[src/rtl/hue_colorize_matrix_defines.svh]
// Assertion macros for the hue colorize matrix block.
// Expects clk_i and rst_ni in the scope where a macro is used.
`ifndef HUE_COLORIZE_MATRIX_DEFINES_SVH
`define HUE_COLORIZE_MATRIX_DEFINES_SVH

// Checked on every edge, reset included.
`define HCM_ASSERT_ALWAYS(lbl, prop, msg) \
  lbl: assert property (@(posedge clk_i) prop) else $error(msg);

// Checked only while out of reset.
`define HCM_ASSERT(lbl, prop, msg) \
  lbl: assert property (@(posedge clk_i) disable iff (!rst_ni) prop) else $error(msg);

`endif

[src/rtl/hcm_pkg.sv]
// Shared types and constants for the hue colorize matrix block.
// No dependencies; used by every module of the block.
package hcm_pkg;

  localparam int unsigned COLOR_BITS = 12;
  localparam int unsigned HUE_BITS   = 16;

  localparam int unsigned PROD_W  = 2 * COLOR_BITS;
  localparam int unsigned SUM_W   = 2 * COLOR_BITS + 2;
  localparam int unsigned HFC_W   = HUE_BITS + COLOR_BITS;

  localparam logic [COLOR_BITS-1:0] FULL = {COLOR_BITS{1'b1}};
  localparam logic [COLOR_BITS-1:0] HALF = FULL >> 1;

  // one tenth of a turn, rounded
  localparam logic [HUE_BITS-1:0] SPREAD =
    HUE_BITS'(((64'd1 << HUE_BITS) + 64'd5) / 64'd10);
  localparam logic [HFC_W-1:0] HUE_HALF = HFC_W'(64'd1 << (HUE_BITS - 1));

  // sums at or above FULL * 2^COLOR_BITS divide to more than FULL
  localparam logic [SUM_W-1:0] SAT_LIMIT = SUM_W'({FULL, {COLOR_BITS{1'b0}}});

  // index 0 red, 1 green, 2 blue
  typedef logic [2:0][COLOR_BITS-1:0] rgb_t;

  typedef struct packed {
    logic [COLOR_BITS-1:0] red_in;
    logic [COLOR_BITS-1:0] green_in;
    logic [COLOR_BITS-1:0] blue_in;
  } in_item_t;

  typedef struct packed {
    logic [COLOR_BITS-1:0] red_out;
    logic [COLOR_BITS-1:0] green_out;
    logic [COLOR_BITS-1:0] blue_out;
  } out_item_t;

  // per-stage load enables of the lane pipeline
  typedef struct packed {
    logic prod;
    logic sum;
    logic res;
  } stage_en_t;

endpackage

[src/rtl/hue_colorize_matrix.sv]
// Hue colorize matrix top level: hue register, mixing matrix, three channel lanes.
// Stages: input, product, sum, result; throughput 1 item per cycle unless stalled.
// The matrix columns are registered from hue_q, in the cycle after a hue write.
// A stalled output lets earlier stages keep filling bubbles before input ready drops.
// Reset clears all stage valid bits and sets hue to 0; col_q has no reset.
// Depends on hcm_pkg, hcm_hue2rgb, hcm_lane and hue_colorize_matrix_defines.svh.
`include "hue_colorize_matrix_defines.svh"

module hue_colorize_matrix (
  input  logic                        clk_i,
  input  logic                        rst_ni,
  input  logic                        cfg_we_i,
  input  logic [hcm_pkg::HUE_BITS-1:0] cfg_hue_i,
  input  logic                        in_valid_i,
  output logic                        in_ready_o,
  input  hcm_pkg::in_item_t           in_data_i,
  output logic                        out_valid_o,
  input  logic                        out_ready_i,
  output hcm_pkg::out_item_t          out_data_o
);
  import hcm_pkg::*;

  logic [HUE_BITS-1:0] hue_q;
  logic [HUE_BITS-1:0] hue_lo, hue_hi;
  rgb_t [2:0]          col_d, col_q;
  rgb_t                x_q;
  rgb_t [2:0]          coef;
  logic [2:0][COLOR_BITS-1:0] res;

  logic      v1_q, v2_q, v3_q, ov_q;
  logic      en_in;
  stage_en_t en;

  // columns at hue - spread, hue, hue + spread (wraps in HUE_BITS)
  assign hue_lo = hue_q - SPREAD;
  assign hue_hi = hue_q + SPREAD;

  hcm_hue2rgb u_col_lo (.hue_i(hue_lo), .rgb_o(col_d[0]));
  hcm_hue2rgb u_col_mid (.hue_i(hue_q), .rgb_o(col_d[1]));
  hcm_hue2rgb u_col_hi (.hue_i(hue_hi), .rgb_o(col_d[2]));

  always_ff @(posedge clk_i or negedge rst_ni) begin
    if (!rst_ni) begin
      hue_q <= '0;
    end else if (cfg_we_i) begin
      hue_q <= cfg_hue_i;
    end
  end

  always_ff @(posedge clk_i) begin
    col_q <= col_d;
  end

  // stage enables: a stage moves when its successor is empty or moving
  assign en.res   = !ov_q || out_ready_i;
  assign en.sum   = !v3_q || en.res;
  assign en.prod  = !v2_q || en.sum;
  assign en_in    = !v1_q || en.prod;
  assign in_ready_o = en_in;

  always_ff @(posedge clk_i or negedge rst_ni) begin
    if (!rst_ni) begin
      v1_q <= 1'b0;
      v2_q <= 1'b0;
      v3_q <= 1'b0;
      ov_q <= 1'b0;
    end else begin
      if (en_in) begin
        v1_q <= in_valid_i;
      end
      if (en.prod) begin
        v2_q <= v1_q;
      end
      if (en.sum) begin
        v3_q <= v2_q;
      end
      if (en.res) begin
        ov_q <= v3_q;
      end
    end
  end

  always_ff @(posedge clk_i) begin
    if (en_in) begin
      x_q <= {in_data_i.blue_in, in_data_i.green_in, in_data_i.red_in};
    end
  end

  // lane ch takes matrix row ch: one entry from each column
  always_comb begin
    for (int ch = 0; ch < 3; ch++) begin
      for (int k = 0; k < 3; k++) begin
        coef[ch][k] = col_q[k][ch];
      end
    end
  end

  for (genvar ch = 0; ch < 3; ch++) begin : g_lane
    hcm_lane u_lane (
      .clk_i  (clk_i),
      .en_i   (en),
      .x_i    (x_q),
      .coef_i (coef[ch]),
      .res_o  (res[ch])
    );
  end

  assign out_valid_o = ov_q;
  assign out_data_o  = '{red_out: res[0], green_out: res[1], blue_out: res[2]};

  `HCM_ASSERT_ALWAYS(a_ready_full, !in_ready_o |-> (v1_q && v2_q && v3_q && ov_q), "input blocked with a free stage")
  `HCM_ASSERT(a_no_drop, (v1_q && !en.prod) |=> v1_q, "held item lost in input stage")
  `HCM_ASSERT(a_out_src, $rose(out_valid_o) |-> $past(v3_q), "result without a summed item")

endmodule

[src/rtl/hcm_hue2rgb.sv]
// Full-saturation, full-value HSV to RGB conversion of one hue.
// Depends on hcm_pkg.
module hcm_hue2rgb (
  input  logic [hcm_pkg::HUE_BITS-1:0] hue_i,
  output hcm_pkg::rgb_t                rgb_o
);
  import hcm_pkg::*;

  typedef enum logic [2:0] {
    SEC_RED_GUP   = 3'd0,
    SEC_GRN_RDN   = 3'd1,
    SEC_GRN_BUP   = 3'd2,
    SEC_BLU_GDN   = 3'd3,
    SEC_BLU_RUP   = 3'd4,
    SEC_RED_BDN   = 3'd5
  } sector_e;

  logic [HUE_BITS+2:0]   h6;
  logic [HUE_BITS-1:0]   frac;
  logic [HFC_W-1:0]      fprod;
  logic [COLOR_BITS-1:0] fc;
  logic [COLOR_BITS-1:0] fi;
  sector_e               sector;

  assign h6     = ({3'b000, hue_i} << 1) + ({3'b000, hue_i} << 2);
  assign sector = sector_e'(h6[HUE_BITS+2:HUE_BITS]);
  assign frac   = h6[HUE_BITS-1:0];
  // frac * FULL, rounded back to a color value
  assign fprod  = {frac, {COLOR_BITS{1'b0}}} - {{COLOR_BITS{1'b0}}, frac} + HUE_HALF;
  assign fc     = fprod[HFC_W-1:HUE_BITS];
  assign fi     = FULL - fc;

  always_comb begin
    case (sector)
      SEC_RED_GUP: rgb_o = {{COLOR_BITS{1'b0}}, fc, FULL};
      SEC_GRN_RDN: rgb_o = {{COLOR_BITS{1'b0}}, FULL, fi};
      SEC_GRN_BUP: rgb_o = {fc, FULL, {COLOR_BITS{1'b0}}};
      SEC_BLU_GDN: rgb_o = {FULL, fi, {COLOR_BITS{1'b0}}};
      SEC_BLU_RUP: rgb_o = {FULL, {COLOR_BITS{1'b0}}, fc};
      default:     rgb_o = {fi, {COLOR_BITS{1'b0}}, FULL};
    endcase
  end

endmodule

[src/rtl/hcm_lane.sv]
// One output channel: three products, rounded sum, divide by full scale, clamp.
// Depends on hcm_pkg.
module hcm_lane (
  input  logic                          clk_i,
  input  hcm_pkg::stage_en_t            en_i,
  input  hcm_pkg::rgb_t                 x_i,
  input  hcm_pkg::rgb_t                 coef_i,
  output logic [hcm_pkg::COLOR_BITS-1:0] res_o
);
  import hcm_pkg::*;

  logic [2:0][PROD_W-1:0] prod_d, prod_q;
  logic [SUM_W-1:0]       sum_d, sum_q;
  logic [COLOR_BITS-1:0]  res_d, res_q;
  logic [COLOR_BITS-1:0]  q0;
  logic [COLOR_BITS:0]    rem;
  logic                   bump;
  logic                   sat;

  always_comb begin
    for (int k = 0; k < 3; k++) begin
      prod_d[k] = PROD_W'(x_i[k]) * PROD_W'(coef_i[k]);
    end
  end

  assign sum_d = SUM_W'(prod_q[0]) + SUM_W'(prod_q[1]) + SUM_W'(prod_q[2]) + SUM_W'(HALF);

  // divide by 2^n - 1: quotient estimate from the high part, remainder is
  // low part plus estimate, which stays below twice full scale when not saturated
  assign sat  = (sum_q >= SAT_LIMIT);
  assign q0   = sum_q[2*COLOR_BITS-1:COLOR_BITS];
  assign rem  = {1'b0, sum_q[COLOR_BITS-1:0]} + {1'b0, q0};
  assign bump = (rem >= {1'b0, FULL});
  assign res_d = sat ? FULL : (q0 + {{(COLOR_BITS-1){1'b0}}, bump});

  always_ff @(posedge clk_i) begin
    if (en_i.prod) begin
      prod_q <= prod_d;
    end
    if (en_i.sum) begin
      sum_q <= sum_d;
    end
    if (en_i.res) begin
      res_q <= res_d;
    end
  end

  assign res_o = res_q;

endmodule
[config.mk]
export PLATFORM = sky130hd
export DESIGN_NAME = hue_colorize_matrix
export DESIGN_NICKNAME = d
export VERILOG_FILES = /design/src/rtl/hcm_pkg.sv /design/src/rtl/hue_colorize_matrix.sv /design/src/rtl/hcm_hue2rgb.sv /design/src/rtl/hcm_lane.sv
export VERILOG_INCLUDE_DIRS = /design/src /design/src/rtl
export SDC_FILE = /design/constraint.sdc
export NUM_CORES = 2
export LEC_CHECK = 0
export ABC_AREA = 1
export BUFFER_PORTS_ARGS = -buffer_cell sky130_fd_sc_hd__buf_2
export CAP_MARGIN = 20
export CORE_MARGIN = 2
export CORE_UTILIZATION = 50
export DETAILED_ROUTE_END_ITERATION = 8
export PLACE_DENSITY = 0.68
export SLEW_MARGIN = 15
export SYNTH_ARGS = -nofsm -noshare
export SYNTH_HDL_FRONTEND = slang
export SYNTH_HIERARCHICAL = 1
export SYNTH_SLANG_ARGS = --single-unit
[constraint.sdc]
create_clock -name clk_i -period 6.7 [get_ports clk_i]
set_input_delay 1.675 -clock clk_i [delete_from_list [all_inputs] [get_ports clk_i]]
set_output_delay 1.675 -clock clk_i [all_outputs]
set_load 0.03 [all_outputs]
==> flow_results.xml <==
<?xml version="1.0" encoding="UTF-8"?>
<metrics>
  <group name="min_path">
    <metric name="hold_path.class" unit="">reg -&gt; reg</metric>
  </group>
  <group name="synth">
    <metric name="synth_nets" unit="">11700</metric>
    <metric name="synth_top_cell_area_share" unit="">0.254</metric>
    <metric name="number_of_flops_mapped_to_enable_cells_by_yosys" unit="">366</metric>
    <metric name="post_synth_main_area_contributors" unit="">sky130_fd_sc_hd__fa_1 25%, sky130_fd_sc_hd__edfxtp_1 14%, sky130_fd_sc_hd__ha_1 14%</metric>
    <metric name="ys_ff_latch" unit="">494</metric>
    <metric name="synth.largest_area_cell" unit="">sky130_fd_sc_hd__fa_1</metric>
    <metric name="synth.cell_area" unit="um^2">77000</metric>
    <metric name="yosys_warnings" unit="">6</metric>
    <metric name="ys_dominant_reg_cell" unit="">sky130_fd_sc_hd__edfxtp_1</metric>
    <metric name="share_of_synthesized_flip_flops_with_an_asynchronous_set_or_reset" unit="">0.0405</metric>
    <metric name="syn-instance-count" unit="">9809</metric>
    <metric name="ys_types" unit="">67</metric>
    <metric name="synth_sequential_area_ratio" unit="">0.177</metric>
    <metric name="syn_avg_cell_area" unit="um^2">7.85</metric>
  </group>
  <group name="drt">
    <metric name="wirelength" unit="um">209000</metric>
    <metric name="route.vias.total" unit="">62100</metric>
    <metric name="remaining_design_rule_violation_count" unit="">0</metric>
    <metric name="post_drt_wl_per_cell" unit="um">17.6</metric>
    <metric name="routed_via_density" unit="">5.23</metric>
    <metric name="dr.pass1.iters" unit="">6</metric>
    <metric name="detail_route.iter0.violations" unit="">4670</metric>
    <metric name="ant_nets" unit="">0</metric>
  </group>
  <group name="layout">
    <metric name="layout.cells.most_common_list" unit="">2598 x sky130_fd_sc_hd__nand2_1, 2397 x sky130_fd_sc_hd__inv_1, 978 x sky130_fd_sc_hd__fa_1, 875 x sky130_fd_sc_hd__ha_1, 482 x sky130_fd_sc_hd__nand3_1</metric>
    <metric name="flow.area_growth_from_synthesis" unit="%">6.28</metric>
    <metric name="design.final.nets" unit="">11700</metric>
    <metric name="ff_latch_area" unit="um^2">13700</metric>
    <metric name="drive_above_1_share" unit="">0.0481</metric>
    <metric name="mostFrequentLayoutCell" unit="">sky130_fd_sc_hd__nand2_1</metric>
    <metric name="fillCellCount" unit="">14300</metric>
    <metric name="multi_input_area" unit="um^2">53200</metric>
  </group>
  <group name="global_route">
    <metric name="grt_max_degree" unit="">83</metric>
    <metric name="grt_remaining_overflow" unit="">0</metric>
    <metric name="number_of_antenna_violations_at_the_first_check_in_global_routing" unit="">9</metric>
    <metric name="global_route_wire_length_before_repair" unit="um">338000</metric>
    <metric name="grt.total_usage" unit="">0.271</metric>
    <metric name="grt_pass1_vias" unit="">63000</metric>
  </group>
  <group name="die">
    <metric name="io_pins" unit="">95</metric>
    <metric name="die_width" unit="um">396</metric>
    <metric name="std_cell_rows" unit="">143</metric>
    <metric name="start_util" unit="">0.505</metric>
    <metric name="fp.coreArea" unit="um^2">152000</metric>
    <metric name="die-area" unit="um^2">157000</metric>
    <metric name="die_y" unit="um">396</metric>
  </group>
  <group name="critical_path">
    <metric name="cp_data_arrival_time" unit="ns">6.33</metric>
    <metric name="required" unit="ns">7.13</metric>
    <metric name="crit_path_end_kind" unit="">register</metric>
    <metric name="critical_path.startpoint_type" unit="">register</metric>
    <metric name="largest_fanout_of_any_net_on_the_critical_path" unit="">18</metric>
    <metric name="critical_setup_path_kind" unit="">reg -&gt; reg</metric>
  </group>
  <group name="placed_design">
    <metric name="gpl.final_weighted_congestion" unit="">0.960</metric>
    <metric name="port_buffers" unit="">94</metric>
    <metric name="dp.final_hpwl" unit="um">174000</metric>
  </group>
  <group name="timing">
    <metric name="max_clock_freq" unit="MHz">170</metric>
    <metric name="period_minus_slack" unit="ns">5.89</metric>
    <metric name="hold_violations" unit="">0</metric>
    <metric name="finalCritPeriodShare" unit="">0.880</metric>
    <metric name="maxSlewViolCount" unit="">0</metric>
    <metric name="grt_setup_unrepaired" unit="">false</metric>
    <metric name="final-setup-viol-count" unit="">0</metric>
    <metric name="final.setup_skew" unit="ns">0.0487</metric>
    <metric name="max_slew.worst_pin.slew" unit="ns">1.18</metric>
    <metric name="timing.setup.tns" unit="ns">0</metric>
    <metric name="worst_slew_margin_rel" unit="">0.214</metric>
  </group>
  <group name="run">
    <metric name="max-cap-violations" unit="">0</metric>
  </group>
  <group name="clocking">
    <metric name="number_of_clock_buffers_inserted_by_tritoncts" unit="">60</metric>
    <metric name="post-cts-setup-buffer-count" unit="">0</metric>
    <metric name="post_cts_resized" unit="">0</metric>
    <metric name="clock_sink_count" unit="">494</metric>
    <metric name="clk_pin_slew_worst_paths" unit="ns">0.07</metric>
    <metric name="cts_max_path_buffers" unit="">3</metric>
    <metric name="cts_hold_repair.buffers" unit="">0</metric>
    <metric name="clk_latency" unit="ns">0.70</metric>
    <metric name="clock-root-buffer" unit="">sky130_fd_sc_hd__clkbuf_16</metric>
    <metric name="cts_tree" unit="">done</metric>
    <metric name="htree_num_levels" unit="">2</metric>
  </group>
  <group name="status">
    <metric name="outcome" unit="">finished, final reports clean</metric>
  </group>
</metrics>
routing by layer:
layer  global-route usage  routed length (um)  vias to the layer above  share of wire
met5                    0                   0                        -              0
met4               0.0861                7380                        0          0.035
met3               0.0341               13600                      325          0.065
met2                0.442               95900                     1975           0.46
met1                0.374               92000                    30000           0.44
li1                     -                   -                    29800              -
worst max-delay path, stage by stage, from the launching register on:
cell,delay [ns]
sky130_fd_sc_hd__edfxtp_1,0.76
sky130_fd_sc_hd__buf_4,0.32
sky130_fd_sc_hd__buf_4,0.18
sky130_fd_sc_hd__nand2_1,0.08
sky130_fd_sc_hd__inv_1,0.08
sky130_fd_sc_hd__fa_1,0.54
sky130_fd_sc_hd__inv_1,0.06
sky130_fd_sc_hd__fa_1,0.49
sky130_fd_sc_hd__fa_1,0.50
sky130_fd_sc_hd__inv_1,0.05
sky130_fd_sc_hd__fa_1,0.47
sky130_fd_sc_hd__ha_1,0.31
sky130_fd_sc_hd__ha_1,0.35
sky130_fd_sc_hd__a21oi_1,0.28
sky130_fd_sc_hd__nor2_1,0.07
sky130_fd_sc_hd__nor2_1,0.21
sky130_fd_sc_hd__nor2_1,0.07
sky130_fd_sc_hd__a211oi_1,0.52
sky130_fd_sc_hd__nand3_1,0.15
sky130_fd_sc_hd__nand2_1,0.09
sky130_fd_sc_hd__nand2_1,0.05
path summary, 6_finish.rpt:
kind / from / endpoint / slack [ns] / cells past startpoint
worst max-delay path: x_q[22] / g_lane[2].u_lane/prod_q[47] / 0.81 / 20
worst min-delay path: v2_q / v3_q / 0.46 / 2
worst max register to register: x_q[22] / g_lane[2].u_lane/prod_q[47] / 0.81 / 20
worst min register to register: v2_q / v3_q / 0.46 / 2
max in group asynchronous: rst_ni / v3_q / 5.15 / 1
min in group asynchronous: rst_ni / hue_q[1] / 1.03 / 1
per-stage QoR:
stage	hold WS, ns	utilization	std cells	worst slack [ns]	area [um^2]
global placement	0.429	0.522	11800	1.11	79600
floorplan	0.423	-	9809	0.257	77000
CTS	0.459	0.537	11900	1.02	81800
global route	0.496	0.537	11900	0.688	81800
detailed placement	0.440	0.522	11800	1.04	79600
finish	0.459	0.537	11900	0.806	81800
cell usage after synthesis (6+ instances only):
master                     count
sky130_fd_sc_hd__a211oi_1      9
sky130_fd_sc_hd__a21boi_0     14
sky130_fd_sc_hd__a21o_1       42
sky130_fd_sc_hd__a21oi_1     328
sky130_fd_sc_hd__a21oi_2      13
sky130_fd_sc_hd__a21oi_4       6
sky130_fd_sc_hd__a31oi_1      16
sky130_fd_sc_hd__buf_4         7
sky130_fd_sc_hd__buf_6        11
sky130_fd_sc_hd__clkbuf_1    221
sky130_fd_sc_hd__dfrtp_1      20
sky130_fd_sc_hd__dfxtp_1     108
sky130_fd_sc_hd__edfxtp_1    366
sky130_fd_sc_hd__fa_1        978
sky130_fd_sc_hd__ha_1        875
sky130_fd_sc_hd__inv_1      2399
sky130_fd_sc_hd__inv_2        12
sky130_fd_sc_hd__nand2_1    2600
sky130_fd_sc_hd__nand2_2      40
sky130_fd_sc_hd__nand2_4       8
sky130_fd_sc_hd__nand3_1     482
sky130_fd_sc_hd__nand3_2      25
sky130_fd_sc_hd__nand3b_1     21
sky130_fd_sc_hd__nand4_1      91
sky130_fd_sc_hd__nor2_1      396
sky130_fd_sc_hd__nor2_2       10
sky130_fd_sc_hd__nor3_1       65
sky130_fd_sc_hd__nor4_1       10
sky130_fd_sc_hd__o211ai_1     33
sky130_fd_sc_hd__o21a_1       14
sky130_fd_sc_hd__o21ai_0     171
sky130_fd_sc_hd__o21ai_1      22
sky130_fd_sc_hd__o21ai_2      26
sky130_fd_sc_hd__o21bai_1     35
sky130_fd_sc_hd__or2_2        14
sky130_fd_sc_hd__xnor2_1      68
sky130_fd_sc_hd__xor2_1      194
flip-flops by register name (all words and copies together) (netlist names):
register              count
g_lane.u_lane/res_o      36
v3_q                      1
g_lane.u_lane/sum_q      78
hue_q                    16
coef                    108
g_lane.u_lane/prod_q    216
x_q                      36
out_valid_o               1
v1_q                      1
v2_q                      1
cell type report:
class,instances,share of cell area
repair buffers,169,0.0132
inverters,2413,0.111
diodes,7,0.000214
flip-flops and latches,494,0.167
multi-input cells,6658,0.651
clock buffers,69,0.0197
well taps,2030,0.0310
clock inverters,45,0.00743
kinds of logic (layout without fill, tap and decap cells):
kind of cell / count (synthesis) / count (layout) / share of synthesized area
buffers and inverters: 2657 / 2696 / 0.131
other: 0 / 7 / 0
xor gates and xnor gates: 268 / 268 / 0.0311
muxes: 2 / 2 / 0.000293
and+or+nand+nor: 3793 / 3793 / 0.206
AOI/OAI and AO/OA: 742 / 742 / 0.0573
adders and majority gates: 1853 / 1853 / 0.397
DFF: 494 / 494 / 0.177
Power is left out: the tool's default activity adds up to more than one toggle a clock period on the data nets, which glitch-free logic cannot reach.
